===== src/sv/julian_date_to_calendar_assert.svh =====
// ----------------------------------------------------------------------------
// Julian date converter assertion macros
// Clocked checks on clk, disabled while arst_n is low.
// ----------------------------------------------------------------------------
`ifndef JULIAN_DATE_TO_CALENDAR_ASSERT_SVH
`define JULIAN_DATE_TO_CALENDAR_ASSERT_SVH

// Condition must hold at every edge outside reset.
`define JDC_CHECK(label, cond, msg) \
	label: assert property (@(posedge clk) disable iff (!arst_n) (cond)) \
		else $error(msg);

// When pre holds, post must hold at the same edge.
`define JDC_CHECK_IMPL(label, pre, post, msg) \
	label: assert property (@(posedge clk) disable iff (!arst_n) (pre) |-> (post)) \
		else $error(msg);

`endif


===== src/sv/jdc_pkg.sv =====
// ----------------------------------------------------------------------------
// jdc_pkg
// Types and constants shared by the Julian date converter pipeline.
// ----------------------------------------------------------------------------
package jdc_pkg;

	localparam int FRACTION_BITS        = 32;
	localparam int SECOND_FRACTION_BITS = 20;
	localparam int JD_WHOLE_W           = 22;
	localparam int SEC_W                = SECOND_FRACTION_BITS + 6;
	localparam int YEAR_OUT_W           = 12;

	// Internal day arithmetic widths
	localparam int DAY_W  = 25;  // signed day counts
	localparam int A_W    = 26;  // signed biased dividend, fits unsigned in A_W-1
	localparam int Q_W    = 14;  // quotient of the 4-year division
	localparam int YR_W   = 15;  // signed year
	localparam int RECIP_W = 20;

	localparam logic signed [DAY_W-1:0] EPOCH_DAY      = 2415019;
	localparam logic signed [DAY_W-1:0] FIRST_YEAR     = 1900;
	localparam logic signed [DAY_W-1:0] LEAP_BASE_YEAR = 1901;
	localparam logic signed [DAY_W-1:0] YEAR_DAYS      = 365;
	localparam logic signed [DAY_W-1:0] DAY_ONE        = 1;

	// floor(4*temp/1461) = floor((4*temp + 1461*DIV_BIAS)/1461) - DIV_BIAS
	localparam int DIV_BIAS = 6700;
	localparam logic [A_W-2:0] DAYS_PER_4Y = 1461;
	localparam logic signed [A_W-1:0] DIV_OFFSET = A_W'(1461 * DIV_BIAS);
	localparam int RECIP_SHIFT = 30;
	localparam logic [RECIP_W-1:0] RECIP = 734936;  // floor(2^30 / 1461)
	localparam logic signed [YR_W-1:0] YEAR_BIAS = YR_W'(DIV_BIAS - 1900);

	localparam logic [SEC_W-1:0] SEC_LIMIT = SEC_W'(60) << SECOND_FRACTION_BITS;

	typedef struct packed {
		logic [JD_WHOLE_W-1:0]    jd_whole;
		logic [FRACTION_BITS-1:0] jd_fraction;
	} jdc_in_t;

	typedef struct packed {
		logic [YEAR_OUT_W-1:0] year;
		logic [3:0]            month;
		logic [4:0]            day;
		logic [4:0]            hour;
		logic [5:0]            minute;
		logic [SEC_W-1:0]      second_fixed;
	} jdc_out_t;

	// Per-stage advance strobes
	typedef struct packed {
		logic s1;
		logic s2;
		logic s3;
		logic s4;
		logic s5;
		logic s6;
	} jdc_adv_t;

	// Days of the year before the first of month m
	function automatic logic [8:0] days_before(input logic [3:0] m, input logic leap);
		logic [8:0] d;
		case (m)
			4'd1:    d = 9'd0;
			4'd2:    d = 9'd31;
			4'd3:    d = 9'd59;
			4'd4:    d = 9'd90;
			4'd5:    d = 9'd120;
			4'd6:    d = 9'd151;
			4'd7:    d = 9'd181;
			4'd8:    d = 9'd212;
			4'd9:    d = 9'd243;
			4'd10:   d = 9'd273;
			4'd11:   d = 9'd304;
			4'd12:   d = 9'd334;
			default: d = 9'd0;
		endcase
		if (leap && m >= 4'd3) begin
			d = d + 9'd1;
		end
		return d;
	endfunction

endpackage


===== src/sv/jdc_date.sv =====
// ----------------------------------------------------------------------------
// jdc_date
// Date path: day count, year by 4-year division, rollback, month search.
// ----------------------------------------------------------------------------
module jdc_date (
	input  logic                             clk,
	input  jdc_pkg::jdc_adv_t                adv,
	input  jdc_pkg::jdc_in_t                 in_data,
	output logic [jdc_pkg::YEAR_OUT_W-1:0]   year,
	output logic [3:0]                       month,
	output logic [4:0]                       day
);
	import jdc_pkg::*;

	// stage 1: day offset, biased dividend
	logic signed [DAY_W-1:0] temp_c, n_c;
	logic signed [A_W-1:0]   a_c;
	logic signed [DAY_W-1:0] n_s1;
	logic [A_W-2:0]          a_s1;

	always_comb begin
		temp_c = $signed(DAY_W'(in_data.jd_whole)) - EPOCH_DAY;
		// half-day shift carries into the day iff the fraction's top bit is set
		n_c    = in_data.jd_fraction[FRACTION_BITS-1] ? temp_c : temp_c - DAY_ONE;
		a_c    = (A_W'(temp_c) <<< 2) + DIV_OFFSET;
	end

	always_ff @(posedge clk) begin
		if (adv.s1) begin
			n_s1 <= n_c;
			a_s1 <= a_c[A_W-2:0];
		end
	end

	// stage 2: reciprocal multiply, estimate may be one low
	localparam int PROD_W = A_W - 1 + RECIP_W;
	logic [PROD_W-1:0]       prod_c;
	logic [Q_W-1:0]          q0_s2;
	logic [A_W-2:0]          a_s2;
	logic signed [DAY_W-1:0] n_s2;

	assign prod_c = PROD_W'(a_s1) * PROD_W'(RECIP);

	always_ff @(posedge clk) begin
		if (adv.s2) begin
			q0_s2 <= prod_c[RECIP_SHIFT +: Q_W];
			a_s2  <= a_s1;
			n_s2  <= n_s1;
		end
	end

	// stage 3: correct quotient, form year
	logic [A_W-2:0]          back_c, rem_c;
	logic [Q_W-1:0]          q_c;
	logic signed [YR_W-1:0]  year_s3;
	logic signed [DAY_W-1:0] n_s3;

	always_comb begin
		back_c = (A_W-1)'(q0_s2) * DAYS_PER_4Y;
		rem_c  = a_s2 - back_c;
		q_c    = q0_s2 + Q_W'(rem_c >= DAYS_PER_4Y);
	end

	always_ff @(posedge clk) begin
		if (adv.s3) begin
			year_s3 <= $signed(YR_W'(q_c)) - YEAR_BIAS;
			n_s3    <= n_s2;
		end
	end

	// stage 4: day of year for this year and the one before
	logic signed [DAY_W-1:0] y_c, dy_c, base0_c, base1_c;
	logic signed [DAY_W-1:0] doy0_s4, doy1_s4;
	logic signed [YR_W-1:0]  year_s4;

	always_comb begin
		y_c     = DAY_W'(year_s3);
		dy_c    = y_c - FIRST_YEAR;
		base0_c = dy_c * YEAR_DAYS + ((y_c - LEAP_BASE_YEAR) >>> 2);
		base1_c = (dy_c - DAY_ONE) * YEAR_DAYS
			+ ((y_c - LEAP_BASE_YEAR - DAY_ONE) >>> 2);
	end

	always_ff @(posedge clk) begin
		if (adv.s4) begin
			doy0_s4 <= n_s3 - base0_c;
			doy1_s4 <= n_s3 - base1_c;
			year_s4 <= year_s3;
		end
	end

	// stage 5: roll back once, then find the month
	logic                    roll_c, leap_c;
	logic signed [DAY_W-1:0] doy_c;
	logic signed [YR_W-1:0]  ysel_c;
	logic [3:0]              month_c;
	logic [YEAR_OUT_W-1:0]   year_s5;
	logic [3:0]              month_s5;
	logic [4:0]              doy_lo_s5;
	logic                    leap_s5;

	always_comb begin
		roll_c  = doy0_s4 < DAY_ONE;
		doy_c   = roll_c ? doy1_s4 : doy0_s4;
		ysel_c  = roll_c ? year_s4 - YR_W'(1) : year_s4;
		leap_c  = ysel_c[1:0] == 2'b00;
		month_c = 4'd1;
		// month ends are increasing, so count the ones already passed
		for (int k = 1; k < 12; k++) begin
			if (doy_c > $signed(DAY_W'(days_before(4'(k + 1), leap_c)))) begin
				month_c = month_c + 4'd1;
			end
		end
	end

	always_ff @(posedge clk) begin
		if (adv.s5) begin
			year_s5   <= ysel_c[YEAR_OUT_W-1:0];
			month_s5  <= month_c;
			doy_lo_s5 <= doy_c[4:0];
			leap_s5   <= leap_c;
		end
	end

	// stage 6: day of month
	logic [8:0] before_c;
	logic [YEAR_OUT_W-1:0] year_s6;
	logic [3:0]            month_s6;
	logic [4:0]            day_s6;

	assign before_c = days_before(month_s5, leap_s5);

	always_ff @(posedge clk) begin
		if (adv.s6) begin
			year_s6  <= year_s5;
			month_s6 <= month_s5;
			day_s6   <= doy_lo_s5 - before_c[4:0];
		end
	end

	assign year  = year_s6;
	assign month = month_s6;
	assign day   = day_s6;

endmodule


===== src/sv/jdc_time.sv =====
// ----------------------------------------------------------------------------
// jdc_time
// Time path: split the day fraction into hour, minute and fixed-point seconds.
// ----------------------------------------------------------------------------
module jdc_time (
	input  logic                       clk,
	input  jdc_pkg::jdc_adv_t          adv,
	input  jdc_pkg::jdc_in_t           in_data,
	output logic [4:0]                 hour,
	output logic [5:0]                 minute,
	output logic [jdc_pkg::SEC_W-1:0]  second_fixed
);
	import jdc_pkg::*;

	localparam int FB    = FRACTION_BITS;
	localparam int EXT_W = FB + SEC_W;

	// stage 1: hours
	logic [FB-1:0]   f_c;
	logic [FB+4:0]   t1_c;
	logic [4:0]      hour_s1;
	logic [FB-1:0]   r1_s1;

	always_comb begin
		// adding half a day flips the top fraction bit
		f_c  = {~in_data.jd_fraction[FB-1], in_data.jd_fraction[FB-2:0]};
		t1_c = (FB+5)'(f_c) * (FB+5)'(24);
	end

	always_ff @(posedge clk) begin
		if (adv.s1) begin
			hour_s1 <= t1_c[FB +: 5];
			r1_s1   <= t1_c[FB-1:0];
		end
	end

	// stage 2: minutes
	logic [FB+5:0] t2_c;
	logic [4:0]    hour_s2;
	logic [5:0]    minute_s2;
	logic [FB-1:0] r2_s2;

	assign t2_c = (FB+6)'(r1_s1) * (FB+6)'(60);

	always_ff @(posedge clk) begin
		if (adv.s2) begin
			hour_s2   <= hour_s1;
			minute_s2 <= t2_c[FB +: 6];
			r2_s2     <= t2_c[FB-1:0];
		end
	end

	// stage 3: seconds, rescaled to the output fraction width
	logic [FB+5:0]    t3_c;
	logic [EXT_W-1:0] ext_c;
	logic [4:0]       hour_s3, hour_s4, hour_s5, hour_s6;
	logic [5:0]       minute_s3, minute_s4, minute_s5, minute_s6;
	logic [SEC_W-1:0] sec_s3, sec_s4, sec_s5, sec_s6;

	always_comb begin
		t3_c  = (FB+6)'(r2_s2) * (FB+6)'(60);
		ext_c = EXT_W'(t3_c) << SECOND_FRACTION_BITS;
	end

	always_ff @(posedge clk) begin
		if (adv.s3) begin
			hour_s3   <= hour_s2;
			minute_s3 <= minute_s2;
			sec_s3    <= ext_c[FB +: SEC_W];
		end
	end

	// hold alongside the date path
	always_ff @(posedge clk) begin
		if (adv.s4) begin
			hour_s4   <= hour_s3;
			minute_s4 <= minute_s3;
			sec_s4    <= sec_s3;
		end
		if (adv.s5) begin
			hour_s5   <= hour_s4;
			minute_s5 <= minute_s4;
			sec_s5    <= sec_s4;
		end
		if (adv.s6) begin
			hour_s6   <= hour_s5;
			minute_s6 <= minute_s5;
			sec_s6    <= sec_s5;
		end
	end

	assign hour         = hour_s6;
	assign minute       = minute_s6;
	assign second_fixed = sec_s6;

endmodule


===== src/sv/julian_date_to_calendar.sv =====
// ----------------------------------------------------------------------------
// julian_date_to_calendar
// Julian date to calendar date and universal time, six-stage pipeline.
//
//  channel | signals                      | word
//  --------+------------------------------+---------------------------------
//  input   | in_valid, in_ready, in_data  | jd_whole, jd_fraction
//  output  | out_valid, out_ready, out_data | year .. second_fixed
//
// An accepted input word passes through stages s1 to s6 to the output;
// one word can enter every cycle unless the output stalls. The depth is
// set by the date path: reciprocal multiply, quotient fixup, year base,
// month search, day subtract. Reset clears only the stage valid bits.
// Each stage advances when it is empty or the stage after it advances, so a
// stalled output holds and bubbles behind it close up.
// ----------------------------------------------------------------------------
`include "julian_date_to_calendar_assert.svh"

module julian_date_to_calendar (
	input  logic               clk,
	input  logic               arst_n,
	input  logic               in_valid,
	output logic               in_ready,
	input  jdc_pkg::jdc_in_t   in_data,
	output logic               out_valid,
	input  logic               out_ready,
	output jdc_pkg::jdc_out_t  out_data
);
	import jdc_pkg::*;

	jdc_adv_t adv;
	logic valid_s1, valid_s2, valid_s3, valid_s4, valid_s5, valid_s6;

	always_comb begin
		adv.s6 = !valid_s6 || out_ready;
		adv.s5 = !valid_s5 || adv.s6;
		adv.s4 = !valid_s4 || adv.s5;
		adv.s3 = !valid_s3 || adv.s4;
		adv.s2 = !valid_s2 || adv.s3;
		adv.s1 = !valid_s1 || adv.s2;
	end

	always_ff @(posedge clk or negedge arst_n) begin
		if (!arst_n) begin
			valid_s1 <= 1'b0;
			valid_s2 <= 1'b0;
			valid_s3 <= 1'b0;
			valid_s4 <= 1'b0;
			valid_s5 <= 1'b0;
			valid_s6 <= 1'b0;
		end else begin
			if (adv.s1) valid_s1 <= in_valid;
			if (adv.s2) valid_s2 <= valid_s1;
			if (adv.s3) valid_s3 <= valid_s2;
			if (adv.s4) valid_s4 <= valid_s3;
			if (adv.s5) valid_s5 <= valid_s4;
			if (adv.s6) valid_s6 <= valid_s5;
		end
	end

	jdc_date u_date (
		.clk     (clk),
		.adv     (adv),
		.in_data (in_data),
		.year    (out_data.year),
		.month   (out_data.month),
		.day     (out_data.day)
	);

	jdc_time u_time (
		.clk          (clk),
		.adv          (adv),
		.in_data      (in_data),
		.hour         (out_data.hour),
		.minute       (out_data.minute),
		.second_fixed (out_data.second_fixed)
	);

	assign in_ready  = adv.s1;
	assign out_valid = valid_s6;

	`JDC_CHECK_IMPL(a_month_range, out_valid,
		out_data.month >= 4'd1 && out_data.month <= 4'd12, "month out of range")
	`JDC_CHECK_IMPL(a_hour_range, out_valid, out_data.hour <= 5'd23, "hour out of range")
	`JDC_CHECK_IMPL(a_minute_range, out_valid, out_data.minute <= 6'd59, "minute out of range")
	`JDC_CHECK_IMPL(a_second_range, out_valid, out_data.second_fixed < SEC_LIMIT,
		"seconds out of range")
	`JDC_CHECK(a_stall_holds_input, !(in_valid && !in_ready) || (valid_s1 && !adv.s2),
		"input refused while first stage could advance")

endmodule


===== config.mk =====
export PLATFORM = sky130hd
export DESIGN_NAME = julian_date_to_calendar
export DESIGN_NICKNAME = d
export VERILOG_FILES = /design/src/sv/jdc_pkg.sv /design/src/sv/jdc_date.sv /design/src/sv/jdc_time.sv /design/src/sv/julian_date_to_calendar.sv
export VERILOG_INCLUDE_DIRS = /design/src /design/src/sv
export SDC_FILE = /design/constraint.sdc
export NUM_CORES = 2
export LEC_CHECK = 0
export BUFFER_PORTS_ARGS = -buffer_cell sky130_fd_sc_hd__buf_2
export CORE_UTILIZATION = 40
export CTS_BUF_LIST = sky130_fd_sc_hd__clkbuf_4 sky130_fd_sc_hd__clkbuf_8 sky130_fd_sc_hd__clkbuf_16
export DETAILED_ROUTE_END_ITERATION = 8
export PLACE_DENSITY = 0.62
export SYNTH_ARGS = -nofsm -noshare
export SYNTH_HDL_FRONTEND = slang
export SYNTH_HIERARCHICAL = 1
export SYNTH_SLANG_ARGS = --single-unit

===== constraint.sdc =====
create_clock -name clk -period 9.36 [get_ports clk]
set_input_delay 0 -clock clk [delete_from_list [all_inputs] [get_ports clk]]
set_output_delay 0 -clock clk [all_outputs]
set_load 0.02 [all_outputs]

* Yosys cells after proc, flatten, opt, wreduce, memory -nomap -nowiden
Memory sizes are Yosys's and may differ from the RTL's. A register that Yosys moved wholly into a read port is not among the register bits. Index checks and enable logic that the tools add are counted.
Operators by class: equal/unequal tests 0, bitwise gates (word level) 1, muxes and demuxes 26, div/mod/pow operators 0, $add $sub $neg 27, reductions and logical operators 14, shifts and indexed selects 0, multiply operators 7, order comparisons 14
Operators with widths (number):
- 25-bit by 9-bit greater-than comparator with 1-bit output | 4
- 25-bit by 10-bit greater-than comparator with 1-bit output | 3
- 25-bit subtractor | 3
- 25-bit by 8-bit greater-than comparator with 1-bit output | 2
- 25-bit by 10-bit multiplier with 25-bit output (second input constant) | 2
- 25-bit two-way mux | 2
- 4-bit two-way mux | 12
- 25-bit by 17-bit multiplier with 41-bit output (second input constant) | 1
- 4-bit by 1-bit adder with 4-bit output (second input constant) | 9
- 30-bit by 4-bit multiplier with 34-bit output (second input constant) | 1
- 32-bit by 2-bit multiplier with 34-bit output (second input constant) | 1
- 29-bit by 4-bit multiplier with 33-bit output (second input constant) | 1
- 15-bit by 12-bit subtractor with 16-bit output (second input constant) | 2
- 25-bit by 14-bit adder with 25-bit output | 1
- 25-bit by 23-bit adder with 25-bit output | 1
- 25-bit adder (second input constant) | 1
- 25-bit by 11-bit greater-or-equal comparator with 1-bit output (second input constant) | 1
- 25-bit by 6-bit greater-than comparator with 1-bit output (second input constant) | 1
- 25-bit by 7-bit greater-than comparator with 1-bit output | 1
- 25-bit by 2-bit < comparator with 1-bit output (second input constant) | 1
- 14-bit by 11-bit multiplier with 25-bit output (second input constant) | 1
- 25-bit by 2-bit subtractor with 25-bit output (second input constant) | 1
- 23-bit by 2-bit subtractor with 24-bit output (second input constant) | 1
- 22-bit by 22-bit subtractor with 23-bit output (second input constant) | 1
- 18 further kinds | 35
Word-level totals: logic and storage cells 130, ROM bits 144, bits in latches 0, output and inout bits 60, bits in writable memories 0, bits in registers 488, memories kept 1
Memories:
- (name not given) | words 16, width 9, rd ports 1, clocked after Yosys merged registers in 1, write ports 0, line jdc_pkg.sv:63 | case (m)

* Longest topological paths before layout
word-level depth 25, mapped depth 46, gate-level depth less buffers 43

* Modules after synthesis
Netlist, hierarchy kept.
By module, submodules not included:
- jdc_date | cells an instance 3062, area an instance 32890.3 um2, sequential area each 7667.4 um2, instances 1
- jdc_time | cells an instance 1074, area an instance 13674.4 um2, sequential area each 6606.3 um2, instances 1
- julian_date_to_calendar | cells an instance 20, area an instance 249.0 um2, sequential area each 150.1 um2, instances 1

* Least setup slack after synthesis
OpenSTA, ideal clock, no wires.
path type register -> register, start register u_date.doy0_s4[24], end register (tool-made name), arrival 8.200 ns, buffers on the path 3, setup slack 1.026 ns, stages on the path, launching flop included 43, clock period less this slack 8.334 ns, data required time 9.227 ns, cell sequence edfxtp_1 > buf_6 > or4_4 > nor3_4 > a21o_1 > buf_6 > buf_2 > a21oi_1 > or2_2 > ha_1 > inv_1 > nor3b_1 > nand2_1 > o311ai_0 > ha_1 > xnor2_1 > ha_1 > and3_1 > [7 not listed] > xor2_1 > nand2_1 > nand2_1 > ha_1 > nand3_1 > o31a_1 > o21ai_1 > xor2_1 > nor2_1 > nor2_1 > ha_1 > nand2_1 > nor4_1 > a31oi_1 > or3_4 > a31oi_4 > mux2i_1 > mux2i_1
RTL lines:
- start: declaration | line jdc_date.sv:73 | logic signed [DAY_W-1:0] doy0_s4, doy1_s4;
- start signal: assignment | line jdc_date.sv:86 | doy0_s4 <= n_s3 - base0_c;

==> flow_summary.json <==
{
  "status": "finished, final reports clean",
  "routed_wl_um": 98900,
  "multi_input_area_um2": 28950,
  "ys.flop_type": "edfxtp_1",
  "cts_buffer_depth": 3,
  "dp_cells": 5786,
  "ys_ff_latch": 483,
  "synthCells": 4156,
  "fin_tns_setup_ns": 0,
  "routed-via-count": 29500,
  "clkLatencyLatePin_ns": 0.64,
  "n_antenna_cell": 0,
  "avgViaCountPerCell": 4.936,
  "use_met1_pct": 23.84,
  "clkSinkCount": 483,
  "overflow": 0,
  "num_rows": 125,
  "drive_above_1_share_pct": 7.143,
  "arrival_ns": 9.22,
  "grt_busiest_layer": "met2",
  "setup_viol": 0,
  "cp_slowest_stage_delay_ns": 0.61,
  "grt_use_met3_pct": 2.546,
  "drtIter0Drc": 1450,
  "die_w_um": 344.1,
  "die_area_um2": 118400,
  "layout_commonest_cell": "inv_1",
  "grt_pass1_vias": 30495,
  "finalClockSkew_ns": 0.02000,
  "synthToLayoutAreaGrowth_pct": 11.32,
  "synth_area_um2": 46810,
  "grt_first_pass_wirelength_um": 162200,
  "worstMarginPinSlew_ns": 1.014,
  "syn_area_per_cell_um2": 11.26,
  "cp-end-kind": "flop",
  "relSlewSlack_pct": 31.85,
  "place_congestion": 0.8959,
  "post-route-period-util_pct": 93.13,
  "nets": 5589,
  "ys_seq_area_share_pct": 30.81,
  "hold_viol": 0,
  "grt_antenna_before_repair": 3,
  "core_region_area_um2": 116000,
  "mostFrequentLayoutCells": "inv_1, fa_1, ha_1",
  "htreeDepth": 2,
  "drc": 0,
  "slew_viol_final": 0,
  "cts_buffers": 55,
  "yosysWarningCount": 6,
  "max_freq_ghz": 0.1147,
  "min_path_type": "input pin to flop",
  "max-cap-violations": 0,
  "ant_nets": 0,
  "synth-async-reset-ratio_pct": 1.242,
  "cts_tree": "yes",
  "routedWlPerCell_um": 16.55,
  "synthDistinctLibCells": 107,
  "grtUsageMet2_pct": 28.94,
  "start_kind": "flop",
  "grt_max_degree": 67,
  "io_pins": 118,
  "initial_core_util_pct": 40.34,
  "die_y_um": 344.1,
  "final-seq-area_um2": 14420,
  "root_buffer": "clkbuf_16",
  "synth_edf_count": 472,
  "dp_hpwl_um": 81750,
  "finalCriticalPeriod_ns": 8.717,
  "fillers": 10820,
  "grt_usage_pct": 17.37,
  "crit_type": "flop to flop",
  "critical_path.max_fanout": 8,
  "cts.clk_slew.worst_paths_ns": 0.06,
  "syn_nets": 5338,
  "crit_top_cell": "ha_1",
  "dr.pass1.iters": 5,
  "slowest_stage": "or4_4",
  "critPathRequiredTime_ns": 9.86,
  "instances_no_fill": 5976,
  "port_buffers": 117,
  "rsz0062_at_grt": "false"
}
stage by stage:
| stage | instance area (um^2) | worst slack (ns) | hold slack [ns] | utilization (%) |
|---|---|---|---|---|
| floorplan | 46810 | 1.026 | -0.2956 | - |
| global placement | 49340 | 0.4667 | -0.1728 | 42.52 |
| detailed placement | 49340 | 0.3679 | -0.1652 | 42.52 |
| CTS | 52050 | 0.3507 | 0.006645 | 44.86 |
| global route | 52110 | 0.01853 | 0.04480 | 44.91 |
| finish | 52110 | 0.6428 | 0.04436 | 44.91 |
cell usage after synthesis, types with 7 or more instances:
cell type	instances	share of area [%]
xnor2_1	205	3.8
inv_1	892	7.2
and3_1	20	0.27
a21o_1	54	0.87
o311ai_0	7	0.13
o31ai_1	10	0.16
a21boi_0	18	0.29
o2111ai_1	9	0.17
o21ai_0	104	1.1
o211ai_1	14	0.22
a21oi_1	137	1.5
o21bai_1	15	0.24
nand2b_1	32	0.43
a2111oi_0	8	0.15
ha_1	560	15
and2_1	24	0.32
or3_1	21	0.28
nand3_1	48	0.51
a211o_1	7	0.13
nor2b_1	37	0.49
nand4_1	21	0.28
fa_1	564	24
mux2i_1	13	0.28
nor3_1	62	0.66
o21a_1	48	0.77
nand2_1	150	1.2
o21ai_1	13	0.14
nor4_1	15	0.20
edfxtp_1	472	30
a31oi_1	18	0.24
a211oi_1	15	0.24
nor2_1	214	1.7
xor2_1	100	1.9
or2_2	23	0.31
clkbuf_1	24	0.19
logic make-up after synthesis:
| family | count (synthesis) | share of synthesized area, % |
|---|---|---|
| fa+ha+maj | 1124 | 39.09 |
| buf+inv | 923 | 7.460 |
| simple gates | 713 | 7.572 |
| compound gates | 584 | 8.660 |
| flops | 483 | 30.81 |
| xor+xnor | 311 | 5.990 |
| mux | 18 | 0.4223 |
cell type report:
class,instances,share of cell area [%]
Clock buffer,66,2.857
Clock inverter,36,0.7539
Inverter,892,6.430
Multi-Input combinational cell,2750,55.54
Sequential cell,483,27.68
Tap cell,1524,3.659
Timing Repair Buffer,225,3.078
layer usage:
| layer | vias to the layer above | wire length, um |
|---|---|---|
| met5 | - | 22 |
| met4 | 4 | 2192 |
| met3 | 123 | 3590 |
| met2 | 460 | 47030 |
| met1 | 14550 | 46070 |
| li1 | 14363 | - |
worst max-delay path: cells and delay by family, from the launching register on:
kind                     cells  cell delay [ns]
flip-flops                   1             0.45
AO/OA/AOI/OAI               15             2.66
XOR/XNOR                     4             0.66
adder cells (fa/ha/maj)      6             1.80
multiplexers                 2             0.30
AND/OR/NAND/NOR             13             2.37
buffers and inverters        2             0.34
repair_timing:
item                                    CTS  global route
hold buffers                             83             0
hold endpoints to repair                 77             0
resized for setup                         0             5
setup buffers                             0             5
endpoints found under the setup margin    0             5
path summary, 6_finish.rpt:
| kind | start | endpoint | slack (ns) | depth (start not counted) |
|---|---|---|---|---|
| max | u_date/doy0_s4[8] | flop | 0.64 | 42 |
| min | in_data[29] | u_time/hour_s1[1] | 0.04 | 3 |
| max reg2reg | u_date/doy0_s4[8] | flop | 0.64 | 42 |
| min reg2reg | u_time/sec_s3[13] | u_time/sec_s4[13] | 0.41 | 0 |
| max in group asynchronous | arst_n | valid_s2 | 8.84 | 3 |
| min in group asynchronous | arst_n | valid_s5 | 0.29 | 3 |
state kept, by name (all words and copies together) (netlist names), 15 cells and up, named ones only:
name                 cells
u_date/doy0_s4          25
u_time/second_fixed     26
u_date/year_s3          15
u_date/a_s1             23
u_date/n_s3             24
u_time/r1_s1            29
u_date/a_s2             23
u_time/sec_s5           26
u_time/r2_s2            27
u_date/doy1_s4          25
u_time/sec_s4           26
u_date/n_s2             24
u_date/n_s1             24
u_time/sec_s3           26
Power is left out: the tool's default activity adds up to more than one toggle a clock period on the data nets, which glitch-free logic cannot reach.
